--- src/htes_pkg.sv ---
// Shared types and constants for the hold-extended trigger slot unit.
// No dependencies; imported by every module of the block.
`default_nettype none

package htes_pkg;

  localparam int unsigned SLOTS_DEF       = 4;
  localparam int unsigned QUEUE_DEPTH_DEF = 2;

  localparam int unsigned MODE_W   = 2;
  localparam int unsigned CMD_W    = 8;
  localparam int unsigned EFF_W    = 8;
  localparam int unsigned MS_W     = 16;
  localparam int unsigned ACT_W    = 3;
  localparam int unsigned SLOT_W   = 5;
  localparam int unsigned HOLD_W   = 8;
  localparam int unsigned CFG_IDX_W = 2;

  localparam logic [MODE_W-1:0] MODE_PRESS   = 2'd0;
  localparam logic [MODE_W-1:0] MODE_RELEASE = 2'd1;
  localparam logic [MODE_W-1:0] MODE_TICK    = 2'd2;

  localparam logic [CFG_IDX_W-1:0] REG_ACCEPTED_CMD = 2'd0;
  localparam logic [CFG_IDX_W-1:0] REG_MIN_DURATION = 2'd1;
  localparam logic [CFG_IDX_W-1:0] REG_EXTEND       = 2'd2;
  localparam logic [CFG_IDX_W-1:0] REG_PLAY_LIMIT   = 2'd3;

  localparam logic [CMD_W-1:0] ACCEPTED_CMD_RST = 8'd0;
  localparam logic [MS_W-1:0]  MIN_DURATION_RST = 16'd1000;
  localparam logic [MS_W-1:0]  EXTEND_RST       = 16'd500;
  localparam logic [MS_W-1:0]  PLAY_LIMIT_RST   = 16'd10000;

  localparam logic [HOLD_W-1:0] HOLD_MAX = 8'hFF;

  typedef enum logic [1:0] {
    OP_PRESS   = 2'd0,
    OP_RELEASE = 2'd1,
    OP_TICK    = 2'd2,
    OP_BADCMD  = 2'd3
  } op_e;

  typedef enum logic [ACT_W-1:0] {
    ACT_START    = 3'd0,
    ACT_STOP     = 3'd1,
    ACT_EXTRA    = 3'd2,
    ACT_NOSLOT   = 3'd3,
    ACT_BADCMD   = 3'd4,
    ACT_RELEASED = 3'd5
  } act_e;

  typedef struct packed {
    op_e              op;
    logic [EFF_W-1:0] effect;
    logic [MS_W-1:0]  elapsed;
  } item_t;

  typedef struct packed {
    logic [MS_W-1:0] min_duration;
    logic [MS_W-1:0] extend;
    logic [MS_W-1:0] play_limit;
  } cfg_t;

endpackage

`default_nettype wire

--- src/hold_extended_trigger_slots_unit.sv ---
// Top level: config registers, front end, item queue and slot engine (htes_pkg,
// htes_front, htes_fifo, htes_back). The engine pops one item at a time, when idle;
// press and release walk the slot table then apply, a tick walks it then flushes,
// a bad command goes straight to apply. The walk takes one entry per cycle unless a
// stop result is held; a stalled result holds the engine until it is taken.
// Reset (async, active low): slots free and cleared, queue empty, config 0/1000/500/10000.
`default_nettype none

module hold_extended_trigger_slots_unit
  import htes_pkg::*;
#(
  parameter int unsigned SLOTS       = SLOTS_DEF,
  parameter int unsigned QUEUE_DEPTH = QUEUE_DEPTH_DEF
) (
  input  var logic                 clk_i,
  input  var logic                 rst_ni,
  input  var logic                 cfg_valid_i,
  output var logic                 cfg_ready_o,
  input  var logic [CFG_IDX_W-1:0] cfg_index_i,
  input  var logic [MS_W-1:0]      cfg_data_i,
  input  var logic                 in_valid_i,
  output var logic                 in_stall_o,
  input  var logic [MODE_W-1:0]    mode_i,
  input  var logic [CMD_W-1:0]     command_i,
  input  var logic [EFF_W-1:0]     effect_id_i,
  input  var logic [MS_W-1:0]      elapsed_ms_i,
  output var logic                 out_valid_o,
  input  var logic                 out_stall_i,
  output var logic [ACT_W-1:0]     action_o,
  output var logic [EFF_W-1:0]     effect_out_o,
  output var logic [SLOT_W-1:0]    slot_out_o,
  output var logic [MS_W-1:0]      play_ms_o,
  output var logic                 last_o
);

  logic [CMD_W-1:0] accepted_cmd_q;
  cfg_t             cfg_q;

  logic  q_push, q_pop, q_full, q_empty;
  item_t q_in, q_head;

  assign cfg_ready_o = 1'b1;

  always_ff @(posedge clk_i or negedge rst_ni) begin
    if (!rst_ni) begin
      accepted_cmd_q     <= ACCEPTED_CMD_RST;
      cfg_q.min_duration <= MIN_DURATION_RST;
      cfg_q.extend       <= EXTEND_RST;
      cfg_q.play_limit   <= PLAY_LIMIT_RST;
    end else if (cfg_valid_i) begin
      case (cfg_index_i)
        REG_ACCEPTED_CMD: accepted_cmd_q     <= cfg_data_i[CMD_W-1:0];
        REG_MIN_DURATION: cfg_q.min_duration <= cfg_data_i;
        REG_EXTEND:       cfg_q.extend       <= cfg_data_i;
        REG_PLAY_LIMIT:   cfg_q.play_limit   <= cfg_data_i;
        default: ;
      endcase
    end
  end

  htes_front u_front (
    .in_valid_i     (in_valid_i),
    .in_stall_o     (in_stall_o),
    .mode_i         (mode_i),
    .command_i      (command_i),
    .effect_id_i    (effect_id_i),
    .elapsed_ms_i   (elapsed_ms_i),
    .accepted_cmd_i (accepted_cmd_q),
    .q_full_i       (q_full),
    .q_push_o       (q_push),
    .q_item_o       (q_in)
  );

  htes_fifo #(
    .DEPTH (QUEUE_DEPTH)
  ) u_fifo (
    .clk_i       (clk_i),
    .rst_ni      (rst_ni),
    .push_i      (q_push),
    .push_item_i (q_in),
    .pop_i       (q_pop),
    .head_o      (q_head),
    .full_o      (q_full),
    .empty_o     (q_empty)
  );

  htes_back #(
    .SLOTS (SLOTS)
  ) u_back (
    .clk_i        (clk_i),
    .rst_ni       (rst_ni),
    .q_empty_i    (q_empty),
    .q_head_i     (q_head),
    .q_pop_o      (q_pop),
    .cfg_i        (cfg_q),
    .out_valid_o  (out_valid_o),
    .out_stall_i  (out_stall_i),
    .action_o     (action_o),
    .effect_out_o (effect_out_o),
    .slot_out_o   (slot_out_o),
    .play_ms_o    (play_ms_o),
    .last_o       (last_o)
  );

endmodule

`default_nettype wire

--- src/htes_front.sv ---
// Front end: accepts items, checks the command code, classifies or drops them.
// Depends on htes_pkg; feeds htes_fifo.
`default_nettype none

module htes_front
  import htes_pkg::*;
(
  input  var logic              in_valid_i,
  output var logic              in_stall_o,
  input  var logic [MODE_W-1:0] mode_i,
  input  var logic [CMD_W-1:0]  command_i,
  input  var logic [EFF_W-1:0]  effect_id_i,
  input  var logic [MS_W-1:0]   elapsed_ms_i,
  input  var logic [CMD_W-1:0]  accepted_cmd_i,
  input  var logic              q_full_i,
  output var logic              q_push_o,
  output var item_t             q_item_o
);

  logic cmd_ok;
  logic keep;

  assign cmd_ok = (command_i == accepted_cmd_i);

  always_comb begin
    keep            = 1'b1;
    q_item_o.effect  = effect_id_i;
    q_item_o.elapsed = elapsed_ms_i;
    q_item_o.op      = OP_TICK;
    case (mode_i)
      MODE_PRESS:   q_item_o.op = cmd_ok ? OP_PRESS : OP_BADCMD;
      MODE_RELEASE: q_item_o.op = cmd_ok ? OP_RELEASE : OP_BADCMD;
      MODE_TICK:    q_item_o.op = OP_TICK;
      default:      keep = 1'b0;
    endcase
  end

  assign in_stall_o = q_full_i;
  assign q_push_o   = in_valid_i && !q_full_i && keep;

endmodule

`default_nettype wire

--- src/htes_fifo.sv ---
// Short item queue between the front end and the slot engine.
// Depends on htes_pkg for the item type.
`default_nettype none

module htes_fifo
  import htes_pkg::*;
#(
  parameter int unsigned DEPTH = QUEUE_DEPTH_DEF
) (
  input  var logic  clk_i,
  input  var logic  rst_ni,
  input  var logic  push_i,
  input  var item_t push_item_i,
  input  var logic  pop_i,
  output var item_t head_o,
  output var logic  full_o,
  output var logic  empty_o
);

  localparam int unsigned PTR_W = (DEPTH > 1) ? $clog2(DEPTH) : 1;
  localparam int unsigned CNT_W = $clog2(DEPTH + 1);

  item_t             mem_q [DEPTH];
  logic [PTR_W-1:0]  wr_q, wr_d, rd_q, rd_d;
  logic [CNT_W-1:0]  cnt_q, cnt_d;

  assign full_o  = (cnt_q == CNT_W'(DEPTH));
  assign empty_o = (cnt_q == '0);
  assign head_o  = mem_q[rd_q];

  always_comb begin
    wr_d  = wr_q;
    rd_d  = rd_q;
    cnt_d = cnt_q;
    if (push_i) begin
      wr_d = (wr_q == PTR_W'(DEPTH - 1)) ? '0 : wr_q + 1'b1;
    end
    if (pop_i) begin
      rd_d = (rd_q == PTR_W'(DEPTH - 1)) ? '0 : rd_q + 1'b1;
    end
    if (push_i && !pop_i) begin
      cnt_d = cnt_q + 1'b1;
    end else if (pop_i && !push_i) begin
      cnt_d = cnt_q - 1'b1;
    end
  end

  always_ff @(posedge clk_i or negedge rst_ni) begin
    if (!rst_ni) begin
      wr_q  <= '0;
      rd_q  <= '0;
      cnt_q <= '0;
    end else begin
      wr_q  <= wr_d;
      rd_q  <= rd_d;
      cnt_q <= cnt_d;
    end
  end

  always_ff @(posedge clk_i) begin
    if (push_i) begin
      mem_q[wr_q] <= push_item_i;
    end
  end

  a_no_overflow : assert property (@(posedge clk_i) disable iff (!rst_ni)
    !(push_i && full_o))
    else $error("push into full queue");

  a_no_underflow : assert property (@(posedge clk_i) disable iff (!rst_ni)
    !(pop_i && empty_o))
    else $error("pop from empty queue");

  a_count_range : assert property (@(posedge clk_i) disable iff (!rst_ni)
    cnt_q <= CNT_W'(DEPTH))
    else $error("queue count out of range");

endmodule

`default_nettype wire

--- src/htes_back.sv ---
// Slot engine: walks the slot table one entry per cycle unless stalled; emits results.
// Depends on htes_pkg; pops items from htes_fifo.
`default_nettype none

module htes_back
  import htes_pkg::*;
#(
  parameter int unsigned SLOTS = SLOTS_DEF
) (
  input  var logic              clk_i,
  input  var logic              rst_ni,
  input  var logic              q_empty_i,
  input  var item_t             q_head_i,
  output var logic              q_pop_o,
  input  var cfg_t              cfg_i,
  output var logic              out_valid_o,
  input  var logic              out_stall_i,
  output var logic [ACT_W-1:0]  action_o,
  output var logic [EFF_W-1:0]  effect_out_o,
  output var logic [SLOT_W-1:0] slot_out_o,
  output var logic [MS_W-1:0]   play_ms_o,
  output var logic              last_o
);

  localparam int unsigned CNT_W  = $clog2(SLOTS + 1);
  localparam int unsigned SIDX_W = (SLOTS > 1) ? $clog2(SLOTS) : 1;
  localparam logic [CNT_W-1:0] NONE = CNT_W'(SLOTS);
  localparam logic [CNT_W-1:0] LAST_IDX = CNT_W'(SLOTS - 1);

  typedef enum logic [4:0] {
    ST_IDLE  = 5'b00001,
    ST_SCAN  = 5'b00010,
    ST_APPLY = 5'b00100,
    ST_TICK  = 5'b01000,
    ST_FLUSH = 5'b10000
  } state_e;

  state_e state_q, state_d;

  logic              busy_q [SLOTS];
  logic              busy_d [SLOTS];
  logic [EFF_W-1:0]  eff_q  [SLOTS];
  logic [EFF_W-1:0]  eff_d  [SLOTS];
  logic [HOLD_W-1:0] hold_q [SLOTS];
  logic [HOLD_W-1:0] hold_d [SLOTS];
  logic [MS_W-1:0]   rem_q  [SLOTS];
  logic [MS_W-1:0]   rem_d  [SLOTS];

  item_t             op_q, op_d;
  logic [CNT_W-1:0]  idx_q, idx_d;
  logic [CNT_W-1:0]  match_q, match_d;
  logic [CNT_W-1:0]  free_q, free_d;
  logic              pend_v_q, pend_v_d;
  logic [EFF_W-1:0]  pend_eff_q, pend_eff_d;
  logic [CNT_W-1:0]  pend_slot_q, pend_slot_d;

  logic              out_valid_q;
  act_e              act_q;
  logic [EFF_W-1:0]  eff_out_q;
  logic [SLOT_W-1:0] slot_out_q;
  logic [MS_W-1:0]   play_q;
  logic              last_q;

  logic              out_ready;
  logic              emit;
  act_e              emit_act;
  logic [EFF_W-1:0]  emit_eff;
  logic [CNT_W-1:0]  emit_slot;
  logic [MS_W-1:0]   emit_play;
  logic              emit_last;

  logic [SIDX_W-1:0] sidx, midx, fidx;

  assign out_ready = !out_valid_q || !out_stall_i;
  assign sidx = idx_q[SIDX_W-1:0];
  assign midx = match_q[SIDX_W-1:0];
  assign fidx = free_q[SIDX_W-1:0];

  always_comb begin
    state_d     = state_q;
    busy_d      = busy_q;
    eff_d       = eff_q;
    hold_d      = hold_q;
    rem_d       = rem_q;
    op_d        = op_q;
    idx_d       = idx_q;
    match_d     = match_q;
    free_d      = free_q;
    pend_v_d    = pend_v_q;
    pend_eff_d  = pend_eff_q;
    pend_slot_d = pend_slot_q;
    q_pop_o     = 1'b0;
    emit        = 1'b0;
    emit_act    = ACT_BADCMD;
    emit_eff    = op_q.effect;
    emit_slot   = NONE;
    emit_play   = '0;
    emit_last   = 1'b1;

    case (state_q)
      ST_IDLE: begin
        if (!q_empty_i) begin
          q_pop_o = 1'b1;
          op_d    = q_head_i;
          idx_d   = '0;
          match_d = NONE;
          free_d  = NONE;
          case (q_head_i.op)
            OP_TICK:   state_d = ST_TICK;
            OP_BADCMD: state_d = ST_APPLY;
            default:   state_d = ST_SCAN;
          endcase
        end
      end

      ST_SCAN: begin
        if (busy_q[sidx] && eff_q[sidx] == op_q.effect && match_q == NONE) begin
          match_d = idx_q;
        end
        if (!busy_q[sidx] && free_q == NONE) begin
          free_d = idx_q;
        end
        if (idx_q == LAST_IDX) begin
          state_d = ST_APPLY;
        end else begin
          idx_d = idx_q + 1'b1;
        end
      end

      ST_APPLY: begin
        if (out_ready) begin
          emit    = 1'b1;
          state_d = ST_IDLE;
          case (op_q.op)
            OP_PRESS: begin
              if (match_q != NONE) begin
                if (hold_q[midx] != HOLD_MAX) begin
                  hold_d[midx] = hold_q[midx] + 1'b1;
                end
                emit_act  = ACT_EXTRA;
                emit_slot = match_q;
              end else if (free_q != NONE) begin
                busy_d[fidx] = 1'b1;
                eff_d[fidx]  = op_q.effect;
                hold_d[fidx] = HOLD_W'(1);
                rem_d[fidx]  = cfg_i.min_duration;
                emit_act     = ACT_START;
                emit_slot    = free_q;
                emit_play    = cfg_i.play_limit;
              end else begin
                emit_act = ACT_NOSLOT;
              end
            end
            OP_RELEASE: begin
              if (match_q != NONE && hold_q[midx] != '0) begin
                hold_d[midx] = hold_q[midx] - 1'b1;
              end
              emit_act  = ACT_RELEASED;
              emit_slot = match_q;
            end
            default: emit_act = ACT_BADCMD;
          endcase
        end
      end

      ST_TICK: begin
        logic advance;
        advance = 1'b1;
        if (busy_q[sidx]) begin
          if (rem_q[sidx] > op_q.elapsed) begin
            rem_d[sidx] = rem_q[sidx] - op_q.elapsed;
          end else if (hold_q[sidx] != '0) begin
            rem_d[sidx] = cfg_i.extend;
          end else if (pend_v_q && !out_ready) begin
            advance = 1'b0;
          end else begin
            if (pend_v_q) begin
              emit      = 1'b1;
              emit_act  = ACT_STOP;
              emit_eff  = pend_eff_q;
              emit_slot = pend_slot_q;
              emit_last = 1'b0;
            end
            pend_v_d     = 1'b1;
            pend_eff_d   = eff_q[sidx];
            pend_slot_d  = idx_q;
            busy_d[sidx] = 1'b0;
            eff_d[sidx]  = '0;
            hold_d[sidx] = '0;
            rem_d[sidx]  = '0;
          end
        end
        if (advance) begin
          if (idx_q == LAST_IDX) begin
            state_d = ST_FLUSH;
          end else begin
            idx_d = idx_q + 1'b1;
          end
        end
      end

      ST_FLUSH: begin
        if (!pend_v_q) begin
          state_d = ST_IDLE;
        end else if (out_ready) begin
          emit      = 1'b1;
          emit_act  = ACT_STOP;
          emit_eff  = pend_eff_q;
          emit_slot = pend_slot_q;
          pend_v_d  = 1'b0;
          state_d   = ST_IDLE;
        end
      end

      default: state_d = ST_IDLE;
    endcase
  end

  always_ff @(posedge clk_i or negedge rst_ni) begin
    if (!rst_ni) begin
      state_q     <= ST_IDLE;
      idx_q       <= '0;
      match_q     <= NONE;
      free_q      <= NONE;
      pend_v_q    <= 1'b0;
      out_valid_q <= 1'b0;
      for (int i = 0; i < SLOTS; i++) begin
        busy_q[i] <= 1'b0;
        eff_q[i]  <= '0;
        hold_q[i] <= '0;
        rem_q[i]  <= '0;
      end
    end else begin
      state_q  <= state_d;
      idx_q    <= idx_d;
      match_q  <= match_d;
      free_q   <= free_d;
      pend_v_q <= pend_v_d;
      busy_q   <= busy_d;
      eff_q    <= eff_d;
      hold_q   <= hold_d;
      rem_q    <= rem_d;
      if (emit) begin
        out_valid_q <= 1'b1;
      end else if (!out_stall_i) begin
        out_valid_q <= 1'b0;
      end
    end
  end

  always_ff @(posedge clk_i) begin
    op_q        <= op_d;
    pend_eff_q  <= pend_eff_d;
    pend_slot_q <= pend_slot_d;
    if (emit) begin
      act_q      <= emit_act;
      eff_out_q  <= emit_eff;
      slot_out_q <= SLOT_W'(emit_slot);
      play_q     <= emit_play;
      last_q     <= emit_last;
    end
  end

  assign out_valid_o  = out_valid_q;
  assign action_o     = act_q;
  assign effect_out_o = eff_out_q;
  assign slot_out_o   = slot_out_q;
  assign play_ms_o    = play_q;
  assign last_o       = last_q;

  a_emit_when_ready : assert property (@(posedge clk_i) disable iff (!rst_ni)
    emit |-> out_ready)
    else $error("result overwrites a held item");

  a_pend_in_tick : assert property (@(posedge clk_i) disable iff (!rst_ni)
    pend_v_q |-> (state_q == ST_TICK || state_q == ST_FLUSH))
    else $error("pending stop outside a tick walk");

  a_pop_only_idle : assert property (@(posedge clk_i) disable iff (!rst_ni)
    q_pop_o |-> (state_q == ST_IDLE && !q_empty_i))
    else $error("queue popped while busy");

  a_walk_in_range : assert property (@(posedge clk_i) disable iff (!rst_ni)
    (state_q == ST_SCAN || state_q == ST_TICK) |-> idx_q <= LAST_IDX)
    else $error("slot walk index out of range");

endmodule

`default_nettype wire
--- config.mk ---
export PLATFORM = sky130hd
export DESIGN_NAME = hold_extended_trigger_slots_unit
export DESIGN_NICKNAME = d
export VERILOG_FILES = /design/src/htes_pkg.sv /design/src/hold_extended_trigger_slots_unit.sv /design/src/htes_front.sv /design/src/htes_fifo.sv /design/src/htes_back.sv
export SDC_FILE = /design/constraint.sdc
export NUM_CORES = 1
export LEC_CHECK = 0
export BUFFER_PORTS_ARGS = -buffer_cell sky130_fd_sc_hd__buf_2
export CORE_MARGIN = 10
export CORE_UTILIZATION = 50
export CTS_BUF_LIST = sky130_fd_sc_hd__clkbuf_4
export DETAILED_ROUTE_END_ITERATION = 10
export GPL_TIMING_DRIVEN = 0
export MAX_ROUTING_LAYER = met4
export PLACE_DENSITY = 0.69
export SYNTH_ARGS = -nofsm -noshare
export SYNTH_HDL_FRONTEND = slang
export SYNTH_SLANG_ARGS = --single-unit
export TNS_END_PERCENT = 30
--- constraint.sdc ---
create_clock -name clk_i -period 5.1 [get_ports clk_i]
set_input_delay 0 -clock clk_i [delete_from_list [all_inputs] [get_ports clk_i]]
set_output_delay 0 -clock clk_i [all_outputs]
set_load 0.01 [all_outputs]
After elaboration in Yosys (flattened, before gate mapping):

Memory sizes are Yosys's and may differ from the RTL's.
Index checks and enable logic that the tools add are counted.

* bits in registers: 276
* latch bits: 0
* bits in writable memories: 52
* bits in read-only memories: 0
* bits of input ports: 57
* logic and storage cells: 326
* memories kept: 1

* add/subtract/negate cells: 8
* multiply operators: 0
* div/mod/pow operators: 0
* order comparisons: 7
* equal/unequal tests: 42
* shift-type cells: 0
* multiplexer cells: 157
* bitwise operators: 24
* reductions and logical operators: 48

Memory list
* u_fifo.mem_q: depth 2, bits a word 26, rd ports 1, clocked after memory_dff 0, write ports 1, line htes_fifo.sv:23 `item_t mem_q [DEPTH];`

Operators with widths (number)
* $mux W32: 17
* $mux W64: 8
* $bwmux W64: 3
* $pmux W32 S2: 3
* $mux W8: 16
* $pmux W64 S2: 1
* $bwmux W32: 3
* $mux W3: 25
* $and A32 B32 Y32: 2
* $and A64 B64 Y64: 1
* $demux W16 S2: 2
* $mux W16: 4
* $not A64 Y64: 1
* $bmux W8 S2: 3
* $demux W8 S2: 3
* $bmux W16 S2: 1
* $mux W1: 32
* $mux W4: 8
* $not A32 Y32: 1
* $mux W5: 6
* $and A28 B28 Y28: 1
* $not A28 Y28: 1
* $pmux W3 S3: 3
* $pmux W5 S5: 1
* other kinds (57): 140

Logic depth before layout (Yosys ltp):

* depth after elaboration: 12
* mapped depth: 18

Modules after synthesis:

From an unflattened synthesis, not the netlist that was laid out.

* cells, all modules: 1512
* area total of the unflattened synthesis: 17221.5 sq um

By module, submodules not included
* htes_back: instances 1, cells an instance 1254, area an instance 12617.1 sq um, seq. area each 5749.3 sq um
* htes_fifo: instances 1, cells an instance 97, area an instance 2163.3 sq um, seq. area each 1661.6 sq um
* hold_extended_trigger_slots_unit: instances 1, cells an instance 121, area an instance 2142.1 sq um, seq. area each 1422.6 sq um
* htes_front: instances 1, cells an instance 40, area an instance 299.0 sq um, seq. area each 0.0 sq um

Least setup slack after synthesis:

OpenSTA, ideal clock, no wires.

* kind: reg2reg
* start point: register u_back.idx_q[0]
* end point: register u_back.act_q[0] (netlist: u_back.action_o[0]) (enable)
* setup time: 0.388 ns
* arrival: 4.546 ns
* data required time: 4.712 ns
* path slack: 0.165 ns
* cell stages (with the launch flop): 18
* buffers on the path: 4
* period minus slack after synthesis: 4.935 ns
* cells stage by stage: dfrtp_1 > clkbuf_1 > buf_2 > buf_1 > mux4_2 > inv_1 > ha_1 > inv_1 > fa_1 > nand3_1 > a21o_1 > a21oi_1 > o21ai_1 > nand2_1 > nor2_1 > o211ai_1 > buf_2 > nand2_1

* longest elaborated chain between the ends: 9
* elaborated cells on any way between the ends: 16
* classes of those cells: order compare (1); mux (13); bitwise (1); reduce/logical (1)

RTL lines
* start, declared: line htes_back.sv:50 `logic [CNT_W-1:0] idx_q, idx_d;`
* start signal, assigned: line htes_back.sv:235 `idx_q <= idx_d;`
* $not A2 Y3 (implied by the code) (*): line htes_back.sv:169, htes_back.sv:170, htes_back.sv:172
* parallel branches: the longest is 6 deep, another holds $gt A16 B16 Y1
* $mux W1 (*): line htes_back.sv:169 `if (busy_q[sidx]) begin`
* $pmux W1 S3 (*): line htes_back.sv:100 `case (state_q)`
* named net u_back.emit: line htes_back.sv:65 `logic emit;`
* end signal, assigned: line htes_back.sv:256 `act_q <= emit_act;`
* end, declared: line htes_back.sv:58 `act_e act_q;`

Mark *: on every way through the listed nets, which the timed path passes. The select of a mux whose other input is x is not followed.
A chain may end at the register's enable or synchronous reset.

Worst setup path in the final report:

* start point: register u_back.idx_q[1]
* end point: register u_back.rem_q[51] (netlist name)

* longest elaborated chain between the ends: 12
* elaborated cells on any way between the ends: 30
* classes of those cells: add/sub (1); order compare (3); eq/ne (2); mux (18); bitwise (3); reduce/logical (3)

RTL lines
* $not A2 Y3 (implied by the code) (*)
* parallel branches: the longest is 11 deep, another holds $sub A16 B16 Y16
* end signal, assigned: line htes_back.sv:242 `rem_q <= rem_d;`
* end, declared: line htes_back.sv:46 `logic [MS_W-1:0] rem_q [SLOTS];`

Every way passes the cells marked *. The select of a mux whose other input is x is not followed.

==> results.yml <==
pwr:
  vdd_drop_max_mv: 0.296
  leakagePower_nw: 8.08
  power_density_nw_per_um2: 449
run:
  drv_cap: 0
clocking:
  cts-root-buf: "clkbuf_4"
  cts_tree: "yes"
  worst_skew_pair.late_latency_ps: 780
  clk_pin_slew_ps: 70
  htree_levels: 3
  numCtsBuffers: 89
  cts_num_sinks: 328
  clockBufferDepth: 3
synth:
  synth.area.top_cells: "dfrtp_1 (29%), edfxtp_1 (22%), mux2_2 (6.9%), mux4_2 (4.6%), a22o_1 (3.9%)"
  synthMuxAreaShare_pct: 12.1
  synthSimpleGateAreaFrac_pct: 10.0
  synthAdderAreaFrac_pct: 2.04
  synth_top_cell_by_area: "dfrtp_1"
  synth-xor-area-share_pct: 2.67
  netlist_area_um2: 16300
  synth_compound_area_share_pct: 15.8
  synth_edf_count: 120
  ys.flop_type: "dfrtp_1"
  async_flop_share_pct: 63.4
  syn_area_per_cell_um2: 12.0
  synth_top_family_by_area: "compound AO/OA/AOI/OAI gates"
  synth_cell_types: 83
  synth_warnings: 0
  netlist_instances: 1356
  synth-seq-cells: 328
  ys_seq_area_share_pct: 54.1
  yosysTopAreaCellShare_pct: 28.8
grt:
  grt_util_all_layers_pct: 23.7
  grt_max_degree: 120
  gr-total-overflow: 0
  grt_antenna_before_repair: 2
  grt_pass1_vias: 13072
  grt_pass1_wl_mm: 73.8
cells_and_area:
  utilization_pct: 60.6
  drive_gt1_share_pct: 26.6
  fin_nets: 1712
  area_growth_pct: 20.1
  fillers: 2695
  stdcell_area_um2: 19600
hold_path:
  hold_path_depth: 3
  whs_endpoint: "cfg_q[25]$_DFFE_PN0P_"
  hold_path.startpoint: "cfg_data_i[9]"
  min_path_type: "in2reg"
floorplanning:
  ios: 93
  dieHeight_um: 201
  die_w_um: 201
  floorplan.rows: 66
  design.core.area_um2: 32400
  die_area_um2: 40300
  start_util_pct: 50.4
sta:
  final_hold_viol_count: 0
  tightest_slew_ps: 1300
  fmax_ghz: 0.203
  report.final.slew_viol_count: 0
  fin_crit_ps: 4920
  finClkSkew_ps: 53.5
  setup_viol_count_final: 0
  tns_ps: 0
  fin_ws_ps: 183
  post-route-period-util_pct: 96.4
  relSlewSlack_pct: 13.2
worst_setup_path:
  rrSetupSlack_ps: 180
  regToRegEndpoint: "u_back.rem_q[51]$_DFFE_PN0P_"
  worst-path-max-fanout: 10
  cp-start-kind: "flip-flop"
  reg2reg_from: "u_back.idx_q[1]$_DFFE_PN0P_"
  arrival_ps: 5600
  required_ps: 5790
  critPathKind: "reg2reg"
  end_kind: "flip-flop"
  reg2reg_depth: 13
place:
  dp_slack_ps: -1340
  dp_hpwl_mm: 31.8
  io_buffers: 89
  gp_congestion: 1.01
  place_area_um2: 17400
route:
  post_drt_wl_per_cell_um: 21.7
  drt-initial-drc-count: 1228
  first_pass_iters: 6
  routed_via_density: 5.94
  final_antenna_net_count: 0
  drc: 0
  wl_mm: 46.6
  num_vias: 12765
run_status:
  status: "completed"
[per-stage QoR]
step                power [mW]  cells  hold slack [ps]
floorplan                 5.36   1357             -296
global placement          6.17   1888              187
detailed placement        6.24   1890             63.7
CTS                       8.83   2144             7.08
global route              9.33   2149             19.0
finish                    8.81   2149             65.9
[state kept, by name (all words and copies together), names as in the netlist, 4 cells and up]
| name | flops |
|---|---|
| u_back.rem_q | 64 |
| u_fifo.mem_q | 52 |
| cfg_q | 48 |
| u_back.eff_q | 32 |
| u_back.hold_q | 32 |
| u_back.op_q | 26 |
| u_back.play_ms_o | 16 |
| accepted_cmd_q | 8 |
| u_back.effect_out_o | 8 |
| u_back.pend_eff_q | 8 |
| u_back.state_q | 5 |
| u_back.busy_q | 4 |
[placed cells by master (no fill, tap or decap), drive strengths merged, types with 12 or more instances in the layout]
| cell | n |
|---|---|
| dfrtp | 188 |
| clkbuf | 186 |
| buf | 128 |
| edfxtp | 120 |
| nand2 | 120 |
| mux2 | 105 |
| o21ai | 90 |
| dlygate4sd3 | 88 |
| a22o | 72 |
| nor2 | 67 |
| a21oi | 54 |
| xnor2 | 38 |
| a32o | 36 |
| inv | 36 |
| mux4 | 33 |
| nand3 | 31 |
| ha | 25 |
| clkinv | 23 |
| and2 | 21 |
| dfstp | 20 |
| a31oi | 20 |
| and3 | 17 |
| nor3 | 15 |
| a22oi | 12 |
[cell families after synthesis]
group                      after synthesis
buffers and inverters                  118
and+or+nand+nor                        328
xor gates and xnor gates                49
muxes                                  142
other                                    2
DFF                                    328
AOI/OAI and AO/OA                      363
adders and majority gates               26
[worst max path at each step]
stage	startpoint	slack (ps)	to
after floorplan	u_back.idx_q[0]$_DFFE_PN0P_	170	u_back.action_o[0]$_SDFFCE_PN0P_
after global placement	u_back.idx_q[0]$_DFFE_PN0P_	-1770	u_back.play_ms_o[0]$_SDFFCE_PP0P_
after detailed placement	u_back.idx_q[0]$_DFFE_PN0P_	-1340	u_back.play_ms_o[0]$_SDFFCE_PP0P_
after CTS	u_back.idx_q[1]$_DFFE_PN0P_	20	u_back.play_ms_o[10]$_SDFFCE_PP0P_
after global routing	u_back.idx_q[1]$_DFFE_PN0P_	-10	u_back.pend_eff_q[6]$_DFFE_PP_
final	u_back.idx_q[1]$_DFFE_PN0P_	180	u_back.rem_q[51]$_DFFE_PN0P_
[where the power goes]
group / switching [mW] / total (mW) / leakage, nW / internal [mW]
Clock: 1.11 / 2.50 / 0.732 / 1.39
Combinational: 1.68 / 2.75 / 3.52 / 1.07
Sequential: 0.305 / 3.57 / 3.83 / 3.26
Total: 3.10 / 8.81 / 8.08 / 5.71
[worst max-delay path, cell delays in order (launching register included)]
cell and delay [ps]:
dfrtp_1 470, clkbuf_2 340, buf_4 300, clkbuf_4 320, mux4_2 400, ha_1 390
a21oi_1 150, o21ai_0 130, a221o_1 370, o21ai_2 280, nand2_1 280, o31ai_1 770
buf_2 410, a22o_1 200
[area by class of cell]
type / instances / area, um2 / share of cell area [%]
Sequential cell: 328 / 8830 / 45.1
Buffer: 82 / 402 / 2.05
Clock buffer: 138 / 1040 / 5.28
Tap cell: 442 / 553 / 2.82
Multi-Input combinational cell: 911 / 7030 / 35.8
Inverter: 35 / 131 / 0.670
Antenna cell: 4 / 10.0 / 0.0511
Timing Repair Buffer: 182 / 1420 / 7.25
Clock inverter: 27 / 191 / 0.976
[cells in the mapped netlist, drive strengths merged, types with 7 or more instances]
cell,number
a21o,10
a21oi,54
a22o,72
a22oi,12
a2bb2oi,8
a31oi,20
a32o,36
and2,21
and3,17
buf,36
clkbuf,47
dfrtp,188
dfstp,20
edfxtp,120
ha,25
inv,35
mux2,105
mux4,33
nand2,120
nand2b,7
nand3,31
nand3b,8
nand4,11
nor2,67
nor3,15
nor4,7
o21a,7
o21ai,90
o22ai,7
xnor2,38
xor2,11
[per-layer routing]
layer | vias to the layer above | GRT usage (%) | wire length, um
met5 | - | - | 0
met4 | 0 | 10.1 | 1500
met3 | 106 | 5.21 | 3600
met2 | 584 | 37.2 | 22700
met1 | 6325 | 29.3 | 18800
li1 | 5750 | - | -
[what timing repair did]
| action | 4_1_cts | 5_1_grt |
|---|---|---|
| setup buffers | 1 | 1 |
| endpoints found under the setup margin | 194 | 163 |
| hold endpoints to repair | 338 | 0 |
| hold buffers | 89 | 0 |
| resized for setup | 14 | 10 |
| pin swaps | 1 | 1 |
Power figures use the tool's default switching activity.
